### config.mk
export PLATFORM = sky130hd
export DESIGN_NAME = bsc_output
export DESIGN_NICKNAME = d
export VERILOG_FILES = /design/src/design/bsc_pkg.sv /design/src/design/bsc_output.sv
export SDC_FILE = /design/constraint.sdc
export NUM_CORES = 1
export LEC_CHECK = 0
export BUFFER_PORTS_ARGS = -buffer_cell sky130_fd_sc_hd__buf_4
export CORE_AREA = 2 2 110 112
export DETAILED_ROUTE_END_ITERATION = 10
export DIE_AREA = 0 0 112 114
export SLEW_MARGIN = 10
export SYNTH_ARGS = -nofsm -noshare
export SYNTH_HDL_FRONTEND = slang
export SYNTH_SLANG_ARGS = --single-unit
### constraint.sdc
create_clock -name clk -period 7.64 [get_ports clk]
set_input_delay 0.382 -clock clk [delete_from_list [all_inputs] [get_ports clk]]
set_output_delay 0.382 -clock clk [all_outputs]
set_load 0.005 [all_outputs]
### src/design/bsc_pkg.sv
package bsc_pkg;

    localparam int DATA_W     = 32;
    localparam int DUTY_W     = 16;
    localparam int PROD_W     = 2 * DATA_W;
    localparam int FF_W       = PROD_W + 2;
    localparam int ACC_W      = PROD_W + 3;
    localparam int FRAC_SHIFT = 24;
    localparam int HI_W       = ACC_W - FRAC_SHIFT;
    localparam int TDATA_IN_W  = 32;
    localparam int TDATA_OUT_W = 56;

    // full-scale speed as a raw Q16.16 value; must be a power of two
    localparam int SPEED_FULL_SCALE      = 65536;
    localparam int SPEED_FULL_SCALE_LOG2 = 16;

    localparam logic [2:0] REG_TARGET = 3'd0;
    localparam logic [2:0] REG_MODE   = 3'd1;
    localparam logic [2:0] REG_PWM_EN = 3'd2;
    localparam logic [2:0] REG_A1     = 3'd3;
    localparam logic [2:0] REG_A2     = 3'd4;
    localparam logic [2:0] REG_B0     = 3'd5;
    localparam logic [2:0] REG_B1     = 3'd6;
    localparam logic [2:0] REG_B2     = 3'd7;

    typedef enum logic [1:0] {
        MODE_OPEN   = 2'd0,
        MODE_CLOSED = 2'd1,
        MODE_OFF    = 2'd2,
        MODE_HOLD   = 2'd3
    } mode_t;

    typedef struct packed {
        logic [DATA_W-1:0] target_speed;
        mode_t             loop_mode;
        logic              pwm_enable;
        logic [DATA_W-1:0] coef_a1;
        logic [DATA_W-1:0] coef_a2;
        logic [DATA_W-1:0] coef_b0;
        logic [DATA_W-1:0] coef_b1;
        logic [DATA_W-1:0] coef_b2;
    } cfg_t;

endpackage

### src/design/bsc_output.sv
module bsc_output
    import bsc_pkg::*;
(
    input  logic                   clk,
    input  logic                   load,
    input  logic [DATA_W-1:0]      drive,
    input  cfg_t                   cfg,
    output logic [TDATA_OUT_W-1:0] tdata
);

    localparam int SCALED_W = DATA_W + 2 + DUTY_W;
    localparam int QUOT_W   = SCALED_W - SPEED_FULL_SCALE_LOG2 - 1;

    logic [DATA_W-1:0]   drive_reg, drive_next;
    logic [DUTY_W-1:0]   duty_reg, duty_next;
    logic                stop_reg, stop_next;

    logic signed [DATA_W+1:0] spd_sum;
    logic [SCALED_W-1:0]      scaled;
    logic [QUOT_W-1:0]        quot;
    logic [DUTY_W-1:0]        duty;
    logic                     stop;

    // duty = (SPEED_FULL_SCALE + u) * 2^16 / (2 * SPEED_FULL_SCALE), rounded half up
    assign spd_sum = (DATA_W+2)'(SPEED_FULL_SCALE) + {{2{drive[DATA_W-1]}}, drive};
    assign scaled  = SCALED_W'({spd_sum[DATA_W:0], {DUTY_W{1'b0}}})
                   + SCALED_W'(SPEED_FULL_SCALE);
    assign quot    = scaled[SCALED_W-1:SPEED_FULL_SCALE_LOG2+1];
    assign stop    = !cfg.pwm_enable || (cfg.loop_mode == MODE_OFF);

    always_comb
    begin
        priority if (stop || spd_sum[DATA_W+1] || (spd_sum == '0))
        begin
            duty = '0;
        end
        else if (|quot[QUOT_W-1:DUTY_W])
        begin
            duty = {DUTY_W{1'b1}};
        end
        else
        begin
            duty = quot[DUTY_W-1:0];
        end
    end

    always_comb
    begin
        drive_next = drive_reg;
        duty_next  = duty_reg;
        stop_next  = stop_reg;
        if (load)
        begin
            drive_next = drive;
            duty_next  = duty;
            stop_next  = stop;
        end
    end

    always_ff @(posedge clk)
    begin
        drive_reg <= drive_next;
        duty_reg  <= duty_next;
        stop_reg  <= stop_next;
    end

    assign tdata = TDATA_OUT_W'({stop_reg, duty_reg, drive_reg});

endmodule

# ---- Yosys cells after proc, flatten, opt, wreduce, memory -nomap -nowiden
# Cells that the tools add are included.
dict set report word_totals {
  output_inout_bits 56
  elab_cells 13
  reg_bits 49
  input_bits 229
}
dict set report op_classes {
  reduce_logical 6
  n_mux 1
  addsub 2
  n_eq_ne 1
}
# op count
set ops {}
lappend ops {{$add 49x17->50 const B} 1}
lappend ops {{$logic_not 34->1} 1}
lappend ops {{$add 18x32->33 const A} 1}
lappend ops {{$reduce_or 17->1} 1}
lappend ops {{$mux 16} 1}
lappend ops {{$logic_or 1x1->1} 3}
lappend ops {{$eq 2x2->1 const B} 1}
lappend ops {{$logic_not 1->1} 1}

# ---- Logic depth before layout (Yosys ltp)
dict set report depth {
  word_depth 4
  ltp_mapped 13
  ltp_nobuf 10
}

# ---- Worst setup path after synthesis
# Ideal clock, no wire load.
dict set report synth_timing {
  kind {input to register}
  start {in drive[16]}
  end {reg duty_reg[10] (data pin)}
  n_path_buf 2
  setup_slack_ps 4569
  arrival_ps 2801
  cell_stages 11
  setup_ps 270
  required_time_ps 7370
  cell_sequence {buf_2 -> inv_1 -> ha_1 -> or4_1 -> a211oi_4 -> nand2_1 -> or3_1 -> o21ai_0 -> nor4b_4 -> buf_6 -> a31oi_1}
}
dict set report synth_via {
  elab_chain_len 4
  word_cells_on_any_way 7
  classes_between {add/sub (2); mux (1); reduce/logical (4)}
}
# element line_no
set synth_rtl {}
lappend synth_rtl {{start, declared} bsc_output.sv:6} ;# input logic [DATA_W-1:0] drive,
lappend synth_rtl {{$add 18x32->33 (*)} bsc_output.sv:25} ;# assign spd_sum = (DATA_W+2)'(SPEED_FULL_SCALE) + {{2{drive[DATA_W-1]}}, drive};
lappend synth_rtl {{$add 49x17->50} bsc_output.sv:27} ;# + SCALED_W'(SPEED_FULL_SCALE);
lappend synth_rtl {{$reduce_or 17->1} bsc_output.sv:37} ;# else if (|quot[QUOT_W-1:DUTY_W])
lappend synth_rtl {{$mux 16} bsc_output.sv:37}
lappend synth_rtl {{end signal, assigned} bsc_output.sv:63} ;# duty_reg <= duty_next;
lappend synth_rtl {{end, declared} bsc_output.sv:15} ;# logic [DUTY_W-1:0] duty_reg, duty_next;
# Mark *: on every way between the ends. The rest lies on a longest branch, timed or not.
# A chain may end at the register's enable or synchronous reset.

# ---- Worst setup path in the final report
dict set report layout_timing {
  start {in drive[16]}
  end {reg duty_reg[7] (data pin)}
}
# The elaborated chain is that of the path after synthesis.

==> results.yml <==
global_routing:
  grt_overflow: 0
  grt_antenna_before_repair: 0
  first_global_vias: 2541
  grt_max_degree: 50
  grt_use_total_pct: 13.5
  grt_pass1_wl_mm: 13.7
timing:
  fin_hold_ws_ns: 0.310
  post-route-period-util_pct: 48.1
  setup_viol: 0
  rsz0062_at_grt: "false"
  finalSetupTns_ns: 0
  relSlewSlack_pct: 40.9
  hold_violations: 0
  fmax_ghz: 0.272
  finalCriticalPeriod_ns: 3.68
  slew_violations: 0
  tightest_slew_ns: 0.883
layout:
  final_cell_mix: "85 x buf_4, 49 x edfxtp_1, 20 x xnor2_1"
  syn_to_final_growth_pct: 27.5
  register_area_sq_um: 1470
  largest_reg_flops: 32
  nets: 591
  antenna_cells: 0
  drive_gt1_share_pct: 28.8
  fillCellCount: 1195
  multi_input_comb_area_sq_um: 1450
  final_common_cell: "buf_4"
synthesis:
  synthDistinctLibCells: 57
  yosysWarningCount: 0
  ys_ff_latch: 49
  synth_edf_count: 49
  syn_area_per_cell_sq_um: 10.8
  syn_inst: 287
  synth-seq-area-share_pct: 47.6
  synthFlopType: "edfxtp_1"
  synthArstFlopShare_pct: 0
  syn-cell-area_sq_um: 3090
drt:
  routedWlPerCell_um: 17.1
  drt_wl_total_mm: 8.62
  first_iter_violations: 150
  drc: 0
  viasPerCell: 5.12
  drt_first_pass_iters: 4
  route.vias.total: 2585
  antenna_left: 0
clock_network:
  ctsHtreeMaxLevel: 2
  clock-sinks: 49
  root_buffer: "clkbuf_16"
  postCtsHoldBufs: 0
  post-cts-setup-buffer-count: 0
  cts_resized: 0
  clkSlewWorstSetupHoldPaths_ns: 0.07
  cts_tree: "built"
  cts_made_buffers: 5
  clockBufferDepth: 2
placed_design:
  dp_hpwl_mm: 6.49
  io_buffers: 85
  gp_congestion: 0.789
run:
  drv_cap: 0
floorplan:
  initial_core_util_pct: 26.4
  die_x_um: 112
  die_h_um: 114
  die_area_sq_um: 12800
  core_sq_um: 11700
  row_count: 40
  io_pins: 285
worst_setup_path:
  start_kind: "input port"
  critPathArrivalTime_ns: 3.64
  critical_path.max_fanout: 16
  crit_type: "in2reg"
  endpoint_kind: "flip-flop"
  critPathRequiredTime_ns: 7.61
power_and_ir_drop:
  seqPwrFrac_pct: 47.3
  sw_frac_of_total_pct: 23.7
  p_clk_share_pct: 36.0
  p_comb_share_pct: 16.7
  p_leak_uw: 0.00144
  p_switching_uw: 164
  p_int_uw: 528
  vdd_drop_max_mv: 0.108
  p_per_area_nw_per_um2: 175
status:
  status: "finished clean"
min_path:
  hold_path_class: "in2reg"
-- critical path, cell delays in order --
cell and delay [ns]:
buf_4 0.19, ha_1 0.37, inv_1 0.10, or3_4 0.43
a2111oi_4 0.52, nand3_1 0.15, mux2i_1 0.19, nand4b_1 0.20
nor4b_4 0.82, a31oi_1 0.28
-- area by class of cell --
cell class,instances,area share (%)
Clock buffer,5,3.17
Timing Repair Buffer,85,16.2
Sequential cell,49,37.3
Clock inverter,3,1.05
Inverter,9,0.857
Tap cell,147,4.66
Multi-Input combinational cell,207,36.8
-- power groups by stage --
stage / logic [uW] / clock network (uW) / registers (uW)
after floorplan: 47.7 / 0 / 334
after global placement: 115 / 0 / 333
after detailed placement: 117 / 0 / 332
after CTS: 117 / 255 / 327
after global routing: 128 / 266 / 329
final: 116 / 249 / 327
-- stage by stage --
step | instance area [sq um] | setup WS (ns) | power [uW] | cells | util [%]
floorplan | 3120 | 4.57 | 381 | 293 | -
global placement | 3780 | 3.73 | 448 | 497 | 32.3
detailed placement | 3780 | 3.71 | 449 | 497 | 32.3
CTS | 3940 | 3.99 | 699 | 505 | 33.7
global route | 3940 | 3.71 | 723 | 505 | 33.7
finish | 3940 | 3.96 | 692 | 505 | 33.7
-- routing by layer --
layer / GRT usage, % / vias to the layer above / routed length [um]
li1: - / 1224 / -
met1: 18.7 / 1257 / 3880
met2: 20.8 / 96 / 3900
met3: 4.30 / 8 / 728
met4: 3.09 / 0 / 114
met5: 0 / - / 0
-- cells in the mapped netlist (4+ instances only) --
cell type | count | area share [%]
xnor2_1 | 20 | 5.7
nor3_1 | 7 | 1.1
buf_2 | 4 | 0.65
nor4_1 | 5 | 1.0
nand2_1 | 17 | 2.1
clkbuf_1 | 10 | 1.2
edfxtp_1 | 49 | 48
ha_1 | 5 | 2.0
a31oi_1 | 19 | 3.8
buf_4 | 11 | 2.7
inv_1 | 9 | 1.1
nand4_1 | 9 | 1.8
o21ai_0 | 5 | 0.81
nor2_1 | 7 | 0.85
nand3_1 | 18 | 2.9
a21oi_1 | 5 | 0.81
or3_1 | 6 | 1.2
xor2_1 | 12 | 3.4
and3_1 | 6 | 1.2
-- cells by family (layout without fill, tap and decap cells) --
group | Yosys count | in the layout | share of synthesized area [%]
fa+ha+maj | 5 | 5 | 2.02
buf+inv | 37 | 102 | 6.27
other cells | 1 | 7 | 0.121
flops | 49 | 49 | 47.6
compound gates | 56 | 56 | 13.5
xor+xnor | 32 | 32 | 9.06
simple gates | 104 | 104 | 20.5
mux | 3 | 3 | 0.971
-- worst paths after layout --
kind,from,to,slack (ns),depth (start not counted)
max,drive[16],duty_reg[7]$_SDFFCE_PP0P_,3.96,10
min,drive[28],drive_reg[28]$_DFFE_PP_,0.31,1
Power figures use the tool's default switching activity.
